==> config.mk <==
export PLATFORM = sky130hd
export DESIGN_NAME = pid_loop_deadzone_compensated
export DESIGN_NICKNAME = d
export VERILOG_FILES = /design/src/hdl/pldc_pkg.sv /design/src/hdl/pldc_cfg.sv /design/src/hdl/pldc_state.sv /design/src/hdl/pldc_law.sv /design/src/hdl/pid_loop_deadzone_compensated.sv
export SDC_FILE = /design/constraint.sdc
export NUM_CORES = 2
export LEC_CHECK = 0
export ABC_AREA = 1
export BUFFER_PORTS_ARGS = -buffer_cell sky130_fd_sc_hd__buf_2
export CORE_MARGIN = 3
export CORE_UTILIZATION = 44
export CTS_CLUSTER_DIAMETER = 150
export DETAILED_ROUTE_END_ITERATION = 8
export PLACE_DENSITY = 0.69
export SETUP_SLACK_MARGIN = 0.2
export SKIP_CTS_REPAIR_TIMING = 1
export SLEW_MARGIN = 40
export SYNTH_ARGS = -nofsm -noshare
export SYNTH_HDL_FRONTEND = slang
export SYNTH_SLANG_ARGS = --single-unit
==> constraint.sdc <==
create_clock -name clk -period 21.9 [get_ports clk]
set_input_delay 2.19 -clock clk [delete_from_list [all_inputs] [get_ports clk]]
set_output_delay 2.19 -clock clk [all_outputs]
set_load 0.01 [all_outputs]
==> src/hdl/pldc_pkg.sv <==
// Shared types, widths and register indexes of the deadband-compensated PID loop.
`default_nettype none
package pldc_pkg;

	// Fixed-point scaling of the gains
	localparam int GAIN_FRAC_BITS = 8;

	// Field and state widths
	localparam int GAIN_W    = 16;
	localparam int RATE_W    = 16;
	localparam int LIMIT_W   = 15;
	localparam int ILIMIT_W  = 23;
	localparam int DRIVE_W   = 16;
	localparam int ERR_W     = RATE_W + 1;
	localparam int DERR_W    = ERR_W + 1;
	localparam int INTEG_W   = ILIMIT_W + 1;

	// Product and sum widths (gains are taken as signed with a zero sign bit)
	localparam int PROD_P_W  = GAIN_W + ERR_W;
	localparam int PROD_I_W  = GAIN_W + INTEG_W;
	localparam int PROD_D_W  = GAIN_W + DERR_W;
	localparam int SUM_W     = PROD_I_W + 2;
	localparam int RAW_W     = SUM_W - GAIN_FRAC_BITS;
	localparam int COMP_W    = RAW_W + 1;

	// Configuration port
	localparam int CFG_IDX_W  = 3;
	localparam int CFG_DATA_W = ILIMIT_W;

	localparam logic [CFG_IDX_W-1:0] REG_GAIN_P          = 3'd0;
	localparam logic [CFG_IDX_W-1:0] REG_GAIN_I          = 3'd1;
	localparam logic [CFG_IDX_W-1:0] REG_GAIN_D          = 3'd2;
	localparam logic [CFG_IDX_W-1:0] REG_OUTPUT_LIMIT    = 3'd3;
	localparam logic [CFG_IDX_W-1:0] REG_INTEGRAL_LIMIT  = 3'd4;
	localparam logic [CFG_IDX_W-1:0] REG_DEADZONE_OFFSET = 3'd5;

	// Register file contents
	typedef struct packed {
		logic [GAIN_W-1:0]   gain_p;
		logic [GAIN_W-1:0]   gain_i;
		logic [GAIN_W-1:0]   gain_d;
		logic [LIMIT_W-1:0]  output_limit;
		logic [ILIMIT_W-1:0] integral_limit;
		logic [LIMIT_W-1:0]  deadzone_offset;
	} pldc_cfg_t;

	// Per-word terms handed from the state unit to the control law
	typedef struct packed {
		logic signed [ERR_W-1:0]   err;
		logic signed [DERR_W-1:0]  derr;
		logic signed [INTEG_W-1:0] integ;
	} pldc_terms_t;

endpackage
`default_nettype wire

==> src/hdl/pldc_cfg.sv <==
// Configuration register file of the PID loop.
`default_nettype none
module pldc_cfg (
	input  wire logic                           clk,
	input  wire logic                           arst_n,
	input  wire logic                           cfg_valid,
	output logic                                cfg_ready,
	input  wire logic [pldc_pkg::CFG_IDX_W-1:0]  cfg_index,
	input  wire logic [pldc_pkg::CFG_DATA_W-1:0] cfg_data,
	output pldc_pkg::pldc_cfg_t                 cfg
);
	import pldc_pkg::*;

	pldc_cfg_t regs_q;

	// Writes are always taken
	assign cfg_ready = 1'b1;

	// Register write decode; unknown indexes are dropped
	always_ff @(posedge clk or negedge arst_n) begin
		if (!arst_n) begin
			regs_q <= '0;
		end else if (cfg_valid && cfg_ready) begin
			unique case (cfg_index)
				REG_GAIN_P:          regs_q.gain_p          <= cfg_data[GAIN_W-1:0];
				REG_GAIN_I:          regs_q.gain_i          <= cfg_data[GAIN_W-1:0];
				REG_GAIN_D:          regs_q.gain_d          <= cfg_data[GAIN_W-1:0];
				REG_OUTPUT_LIMIT:    regs_q.output_limit    <= cfg_data[LIMIT_W-1:0];
				REG_INTEGRAL_LIMIT:  regs_q.integral_limit  <= cfg_data[ILIMIT_W-1:0];
				REG_DEADZONE_OFFSET: regs_q.deadzone_offset <= cfg_data[LIMIT_W-1:0];
				default: begin
				end
			endcase
		end
	end

	assign cfg = regs_q;

endmodule
`default_nettype wire

==> src/hdl/pldc_state.sv <==
// Error, error difference and clamped integral, with the loop's state registers.
`default_nettype none
module pldc_state (
	input  wire logic                              clk,
	input  wire logic                              arst_n,
	input  wire logic signed [pldc_pkg::RATE_W-1:0] target_rate,
	input  wire logic signed [pldc_pkg::RATE_W-1:0] measured_rate,
	input  wire logic [pldc_pkg::GAIN_W-1:0]        gain_i,
	input  wire logic [pldc_pkg::ILIMIT_W-1:0]      integral_limit,
	input  wire logic                              update,
	output pldc_pkg::pldc_terms_t                  terms
);
	import pldc_pkg::*;

	logic signed [ERR_W-1:0]   prev_error_q;
	logic signed [INTEG_W-1:0] integral_q;

	logic signed [ERR_W-1:0]   err;
	logic signed [DERR_W-1:0]  derr;
	logic signed [INTEG_W:0]   integ_sum;
	logic signed [INTEG_W:0]   ilim;
	logic signed [INTEG_W-1:0] integ_next;

	// Error and its change since the last word
	assign err  = ERR_W'(target_rate) - ERR_W'(measured_rate);
	assign derr = DERR_W'(err) - DERR_W'(prev_error_q);

	// Accumulate and clamp; a zero integral gain clears the sum
	assign integ_sum = (INTEG_W+1)'(integral_q) + (INTEG_W+1)'(err);
	assign ilim      = $signed({2'b00, integral_limit});

	always_comb begin
		if (gain_i == '0) begin
			integ_next = '0;
		end else if (integ_sum > ilim) begin
			integ_next = ilim[INTEG_W-1:0];
		end else if (integ_sum < -ilim) begin
			integ_next = INTEG_W'(-ilim);
		end else begin
			integ_next = integ_sum[INTEG_W-1:0];
		end
	end

	// State advances once per word leaving the input stage
	always_ff @(posedge clk or negedge arst_n) begin
		if (!arst_n) begin
			prev_error_q <= '0;
			integral_q   <= '0;
		end else if (update) begin
			prev_error_q <= err;
			integral_q   <= integ_next;
		end
	end

	assign terms.err   = err;
	assign terms.derr  = derr;
	assign terms.integ = integ_next;

endmodule
`default_nettype wire

==> src/hdl/pldc_law.sv <==
// PID products, Q8.8 scaling, deadband compensation and output saturation.
`default_nettype none
module pldc_law (
	input  wire pldc_pkg::pldc_cfg_t               cfg,
	input  wire pldc_pkg::pldc_terms_t             terms,
	output logic signed [pldc_pkg::DRIVE_W-1:0]    drive
);
	import pldc_pkg::*;

	logic signed [PROD_P_W-1:0] prod_p;
	logic signed [PROD_I_W-1:0] prod_i;
	logic signed [PROD_D_W-1:0] prod_d;
	logic signed [SUM_W-1:0]    sum;
	logic signed [RAW_W-1:0]    raw;
	logic signed [COMP_W-1:0]   comp;
	logic signed [COMP_W-1:0]   offset;
	logic signed [COMP_W-1:0]   olim;
	logic signed [COMP_W-1:0]   sat;

	// Three gains, unsigned, against signed terms
	assign prod_p = PROD_P_W'($signed({1'b0, cfg.gain_p})) * PROD_P_W'(terms.err);
	assign prod_i = PROD_I_W'($signed({1'b0, cfg.gain_i})) * PROD_I_W'(terms.integ);
	assign prod_d = PROD_D_W'($signed({1'b0, cfg.gain_d})) * PROD_D_W'(terms.derr);

	assign sum = SUM_W'(prod_p) + SUM_W'(prod_i) + SUM_W'(prod_d);

	// Dropping the fraction bits floors toward minus infinity
	assign raw = sum[SUM_W-1:GAIN_FRAC_BITS];

	assign offset = COMP_W'($signed({1'b0, cfg.deadzone_offset}));
	assign olim   = COMP_W'($signed({1'b0, cfg.output_limit}));

	// Push nonzero drive away from zero, then saturate
	always_comb begin
		if (raw > 0) begin
			comp = COMP_W'(raw) + offset;
		end else if (raw < 0) begin
			comp = COMP_W'(raw) - offset;
		end else begin
			comp = '0;
		end
		if (comp > olim) begin
			sat = olim;
		end else if (comp < -olim) begin
			sat = -olim;
		end else begin
			sat = comp;
		end
	end

	assign drive = sat[DRIVE_W-1:0];

endmodule
`default_nettype wire

==> src/hdl/pid_loop_deadzone_compensated.sv <==
// Top level: positional PID loop with deadband compensation.
// Throughput: one word per cycle while out_stall does not hold the output register;
// each accepted input word is registered in the input stage, which feeds one pass of
// error, integral, three multiplies, sum and saturation into the output register.
// Reset (arst_n low, asynchronous): gains, limits, error and integral state clear
// to zero and both stages empty.
`default_nettype none
module pid_loop_deadzone_compensated (
	input  wire logic                             clk,
	input  wire logic                             arst_n,
	input  wire logic                             in_valid,
	output logic                                  in_stall,
	input  wire logic signed [pldc_pkg::RATE_W-1:0] target_rate,
	input  wire logic signed [pldc_pkg::RATE_W-1:0] measured_rate,
	output logic                                  out_valid,
	input  wire logic                             out_stall,
	output logic signed [pldc_pkg::DRIVE_W-1:0]   drive,
	input  wire logic                             cfg_valid,
	output logic                                  cfg_ready,
	input  wire logic [pldc_pkg::CFG_IDX_W-1:0]    cfg_index,
	input  wire logic [pldc_pkg::CFG_DATA_W-1:0]   cfg_data
);
	import pldc_pkg::*;

	pldc_cfg_t   cfg;
	pldc_terms_t terms;

	logic                       valid_s1;
	logic signed [RATE_W-1:0]   target_s1;
	logic signed [RATE_W-1:0]   measured_s1;
	logic                       out_valid_s2;
	logic signed [DRIVE_W-1:0]  drive_s2;
	logic signed [DRIVE_W-1:0]  drive_next;
	logic                       advance;
	logic                       move;

	// Output register frees up when empty or when its word is taken
	assign advance  = !out_valid_s2 || !out_stall;
	assign move     = valid_s1 && advance;
	assign in_stall = valid_s1 && !advance;

	pldc_cfg u_cfg (
		.clk       (clk),
		.arst_n    (arst_n),
		.cfg_valid (cfg_valid),
		.cfg_ready (cfg_ready),
		.cfg_index (cfg_index),
		.cfg_data  (cfg_data),
		.cfg       (cfg)
	);

	pldc_state u_state (
		.clk            (clk),
		.arst_n         (arst_n),
		.target_rate    (target_s1),
		.measured_rate  (measured_s1),
		.gain_i         (cfg.gain_i),
		.integral_limit (cfg.integral_limit),
		.update         (move),
		.terms          (terms)
	);

	pldc_law u_law (
		.cfg   (cfg),
		.terms (terms),
		.drive (drive_next)
	);

	// Input stage
	always_ff @(posedge clk or negedge arst_n) begin
		if (!arst_n) begin
			valid_s1 <= 1'b0;
		end else if (!in_stall) begin
			valid_s1 <= in_valid;
		end
	end

	always_ff @(posedge clk) begin
		if (in_valid && !in_stall) begin
			target_s1   <= target_rate;
			measured_s1 <= measured_rate;
		end
	end

	// Output stage
	always_ff @(posedge clk or negedge arst_n) begin
		if (!arst_n) begin
			out_valid_s2 <= 1'b0;
		end else if (advance) begin
			out_valid_s2 <= valid_s1;
		end
	end

	always_ff @(posedge clk) begin
		if (move) begin
			drive_s2 <= drive_next;
		end
	end

	assign out_valid = out_valid_s2;
	assign drive     = drive_s2;

	// A held input word is never dropped
	a_s1_hold: assert property (@(posedge clk) disable iff (!arst_n)
		(valid_s1 && in_stall) |=> valid_s1)
		else $error("input stage word lost while stalled");

	// Stall only with a word in the input stage
	a_stall_cause: assert property (@(posedge clk) disable iff (!arst_n)
		in_stall |-> valid_s1)
		else $error("input stalled with empty input stage");

	// Zero integral gain leaves the integral cleared after a word
	a_integ_clear: assert property (@(posedge clk) disable iff (!arst_n)
		(move && cfg.gain_i == '0) |=> (u_state.integral_q == '0))
		else $error("integral not cleared with zero integral gain");

	// Saturation never yields the most negative code
	a_drive_range: assert property (@(posedge clk) disable iff (!arst_n)
		out_valid_s2 |-> (drive_s2 != $signed({1'b1, {(DRIVE_W-1){1'b0}}})))
		else $error("drive outside symmetric range");

endmodule
`default_nettype wire

==> results_dict.tcl <==
set metrics [dict create \
    drtIter0Drc 3490 \
    yosysWarnings 0 \
    via_count 44317 \
    worstSetupPathType "flop to flop" \
    wire_per_inst_um 19.06 \
    boundaryPins 82 \
    fin_setup_tns_ns 0 \
    clk_latency_ns 0.52 \
    drive_above_1_share_pct 5.153 \
    initial_utilization_pct 44.49 \
    fin_crit_ns 19.97 \
    io_buffers 80 \
    async_reset_ff_share_pct 75.00 \
    core_sq_um 118600 \
    grt-ovfl-total 0 \
    synth_ff_type "dfrtp_1" \
    min_from "u_state.prev_error_q[10]" \
    ys_seq_area_share_pct 9.564 \
    clockBufferDepth 2 \
    place.gp.congestion 0.9812 \
    syn_area_sq_um 52750 \
    clock_skew_ns 0.02043 \
    cts_root_buffer "clkbuf_16" \
    dp_slack_ns 1.789 \
    die-area_sq_um 124100 \
    status "complete, no violations" \
    fill_cells 11863 \
    cp-end-kind "flop" \
    avgSynthCellArea_sq_um 7.714 \
    grt_pass1_vias 46266 \
    regArea_sq_um 5047 \
    htree_num_levels 4 \
    ys_ff_latch 192 \
    slowest_stage "fa_1" \
    syn-instance-count 6838 \
    hold_viol_final 0 \
    rsz0062_at_grt "no" \
    die_w_um 352.2 \
    ys_types 63 \
    grt_util_all_layers_pct 26.36 \
    grt_pass1_wl_um 256800 \
    tightest_slew_ns 0.9247 \
    cts_sinks 192 \
    required_ns 22.17 \
    worstPathMaxFanout 25 \
    tritoncts "built" \
    hp-class "flop to flop" \
    synth-edff-count 48 \
    hpwl_um 132400 \
    nNetsFinal 8306 \
    dr.pass1.iters 6 \
    cap_viol_max_count 0 \
    maxSlewViolCount 0 \
    setup_slack_ns 1.927 \
    drc 0 \
    grt_max_degree 80 \
    fmax_mhz 50.07 \
    antenna_found_initial 13 \
    crit_path_frequent_cell "nand2_1" \
    drt-total-wl_um 160400 \
    die_h_um 352.2 \
    numCtsBuffers 17 \
    critPathLaunch "target_s1[2]" \
    cp-start-kind "flop" \
    path_clk_slew_ns 0.08 \
    finalCritPeriodShare_pct 91.20 \
    multi_input_area_sq_um 41010 \
    area_growth_pct 5.216 \
    fp-row-count 126 \
    slew_headroom_pct 38.28 \
    drtAntennaViolNets 0 \
    worstPathArrival_ns 20.25 \
    via_per_inst 5.267 \
    synth_nets 8345 \
    final_util_pct 46.81 \
    worstReg2RegStart "target_s1[2]" \
    setup_viol 0 \
    max_stage_delay_ns 0.53 \
]
[registers in the layout (all words and copies together) (netlist names)]
signal / count
drive: 16
measured_s1: 16
out_valid: 1
target_s1: 16
u_cfg.cfg: 101
u_state.integral_q: 24
u_state.prev_error_q: 17
valid_s1: 1
[metal layers]
metal  GRT usage [%]  wire (um)  vias up
met5               0         64        -
met4           11.51       8010       10
met3           5.223      13540      350
met2           43.05      73080     1699
met1           34.03      65680    21716
li1                -          -    20542
[cells in the mapped netlist (33+ instances only)]
library cell | instances | area share (%)
nand3_1 | 142 | 1.3
o21ai_0 | 313 | 3.0
edfxtp_1 | 48 | 2.7
nand4_1 | 58 | 0.69
nor3_1 | 33 | 0.31
ha_1 | 531 | 13
nand2_1 | 1438 | 10
inv_1 | 1564 | 11
xor2_1 | 128 | 2.1
nand2_2 | 47 | 0.56
nor2_1 | 629 | 4.5
a21oi_1 | 292 | 2.8
xnor2_1 | 71 | 1.2
fa_1 | 913 | 35
clkbuf_1 | 136 | 0.97
dfrtp_1 | 144 | 6.8
[cells in the final DEF, fill, tap and decap left out, types with 41 or more instances in the layout]
cell / instances
nand2_1: 1434
a21oi_1: 292
dfrtp_1: 142
buf_2: 79
nand2_2: 51
ha_1: 531
nand4_1: 58
inv_1: 1549
edfxtp_1: 48
buf_4: 41
o21ai_0: 313
nand3_1: 140
xnor2_1: 66
xor2_1: 119
inv_2: 44
nor2_1: 629
fa_1: 913
[worst paths after layout]
check | to | cells past startpoint | slack, ns
worst max-delay path | drive[4] | 97 | 1.93
worst min-delay path | u_state.prev_error_q[10] | 2 | 0.49
worst max register to register | drive[4] | 97 | 1.93
worst min register to register | u_state.prev_error_q[10] | 2 | 0.49
max in group asynchronous | u_cfg.cfg[63] | 2 | 19.30
min in group asynchronous | u_cfg.cfg[33] | 1 | 1.58
[cells by family (layout without fill, tap and decap cells)]
family                   after synthesis  count (layout)  share of synthesized area (%)
AO/OA/AOI/OAI                        744             744                          7.695
AND/OR/NAND/NOR                     2457            2457                          19.18
buffers and inverters               1801            1774                          13.01
adder cells (fa/ha/maj)             1444            1444                          47.25
flip-flops                           192             192                          9.564
XOR/XNOR                             199             200                          3.304
other                                  1               3                       0.007109
[worst max-delay path: cells and delay by family (launching register included)]
kind                     cells  cell delay (ns)
AO/OA/AOI/OAI               26             4.73
XOR/XNOR                     3             0.92
adder cells (fa/ha/maj)     13             5.79
buffers and inverters       10             1.81
flip-flops                   1             0.38
AND/OR/NAND/NOR             45             6.10
[stage by stage]
| stage | instance area (sq um) | cells | hold slack [ns] |
|---|---|---|---|
| final | 55500 | 8414 | 0.4894 |
| after global routing | 55490 | 8412 | 0.5044 |
| after CTS | 55430 | 8411 | 0.4962 |
| after detailed placement | 54820 | 8379 | 0.4754 |
| after global placement | 54710 | 8379 | 0.4663 |
| after floorplan | 52750 | 6838 | 0.4477 |
[area by class of cell]
class,count,area share (%)
Inverter,1619,10.95
Antenna cell,2,0.009018
Sequential cell,192,9.095
Multi-Input combinational cell,4846,73.90
Tap cell,1600,3.607
Clock inverter,14,0.3359
Clock buffer,18,0.7733
Timing Repair Buffer,123,1.328
Power is not shown: default switching activity piles up to over one toggle a cycle in this logic, so the estimate is an artifact.
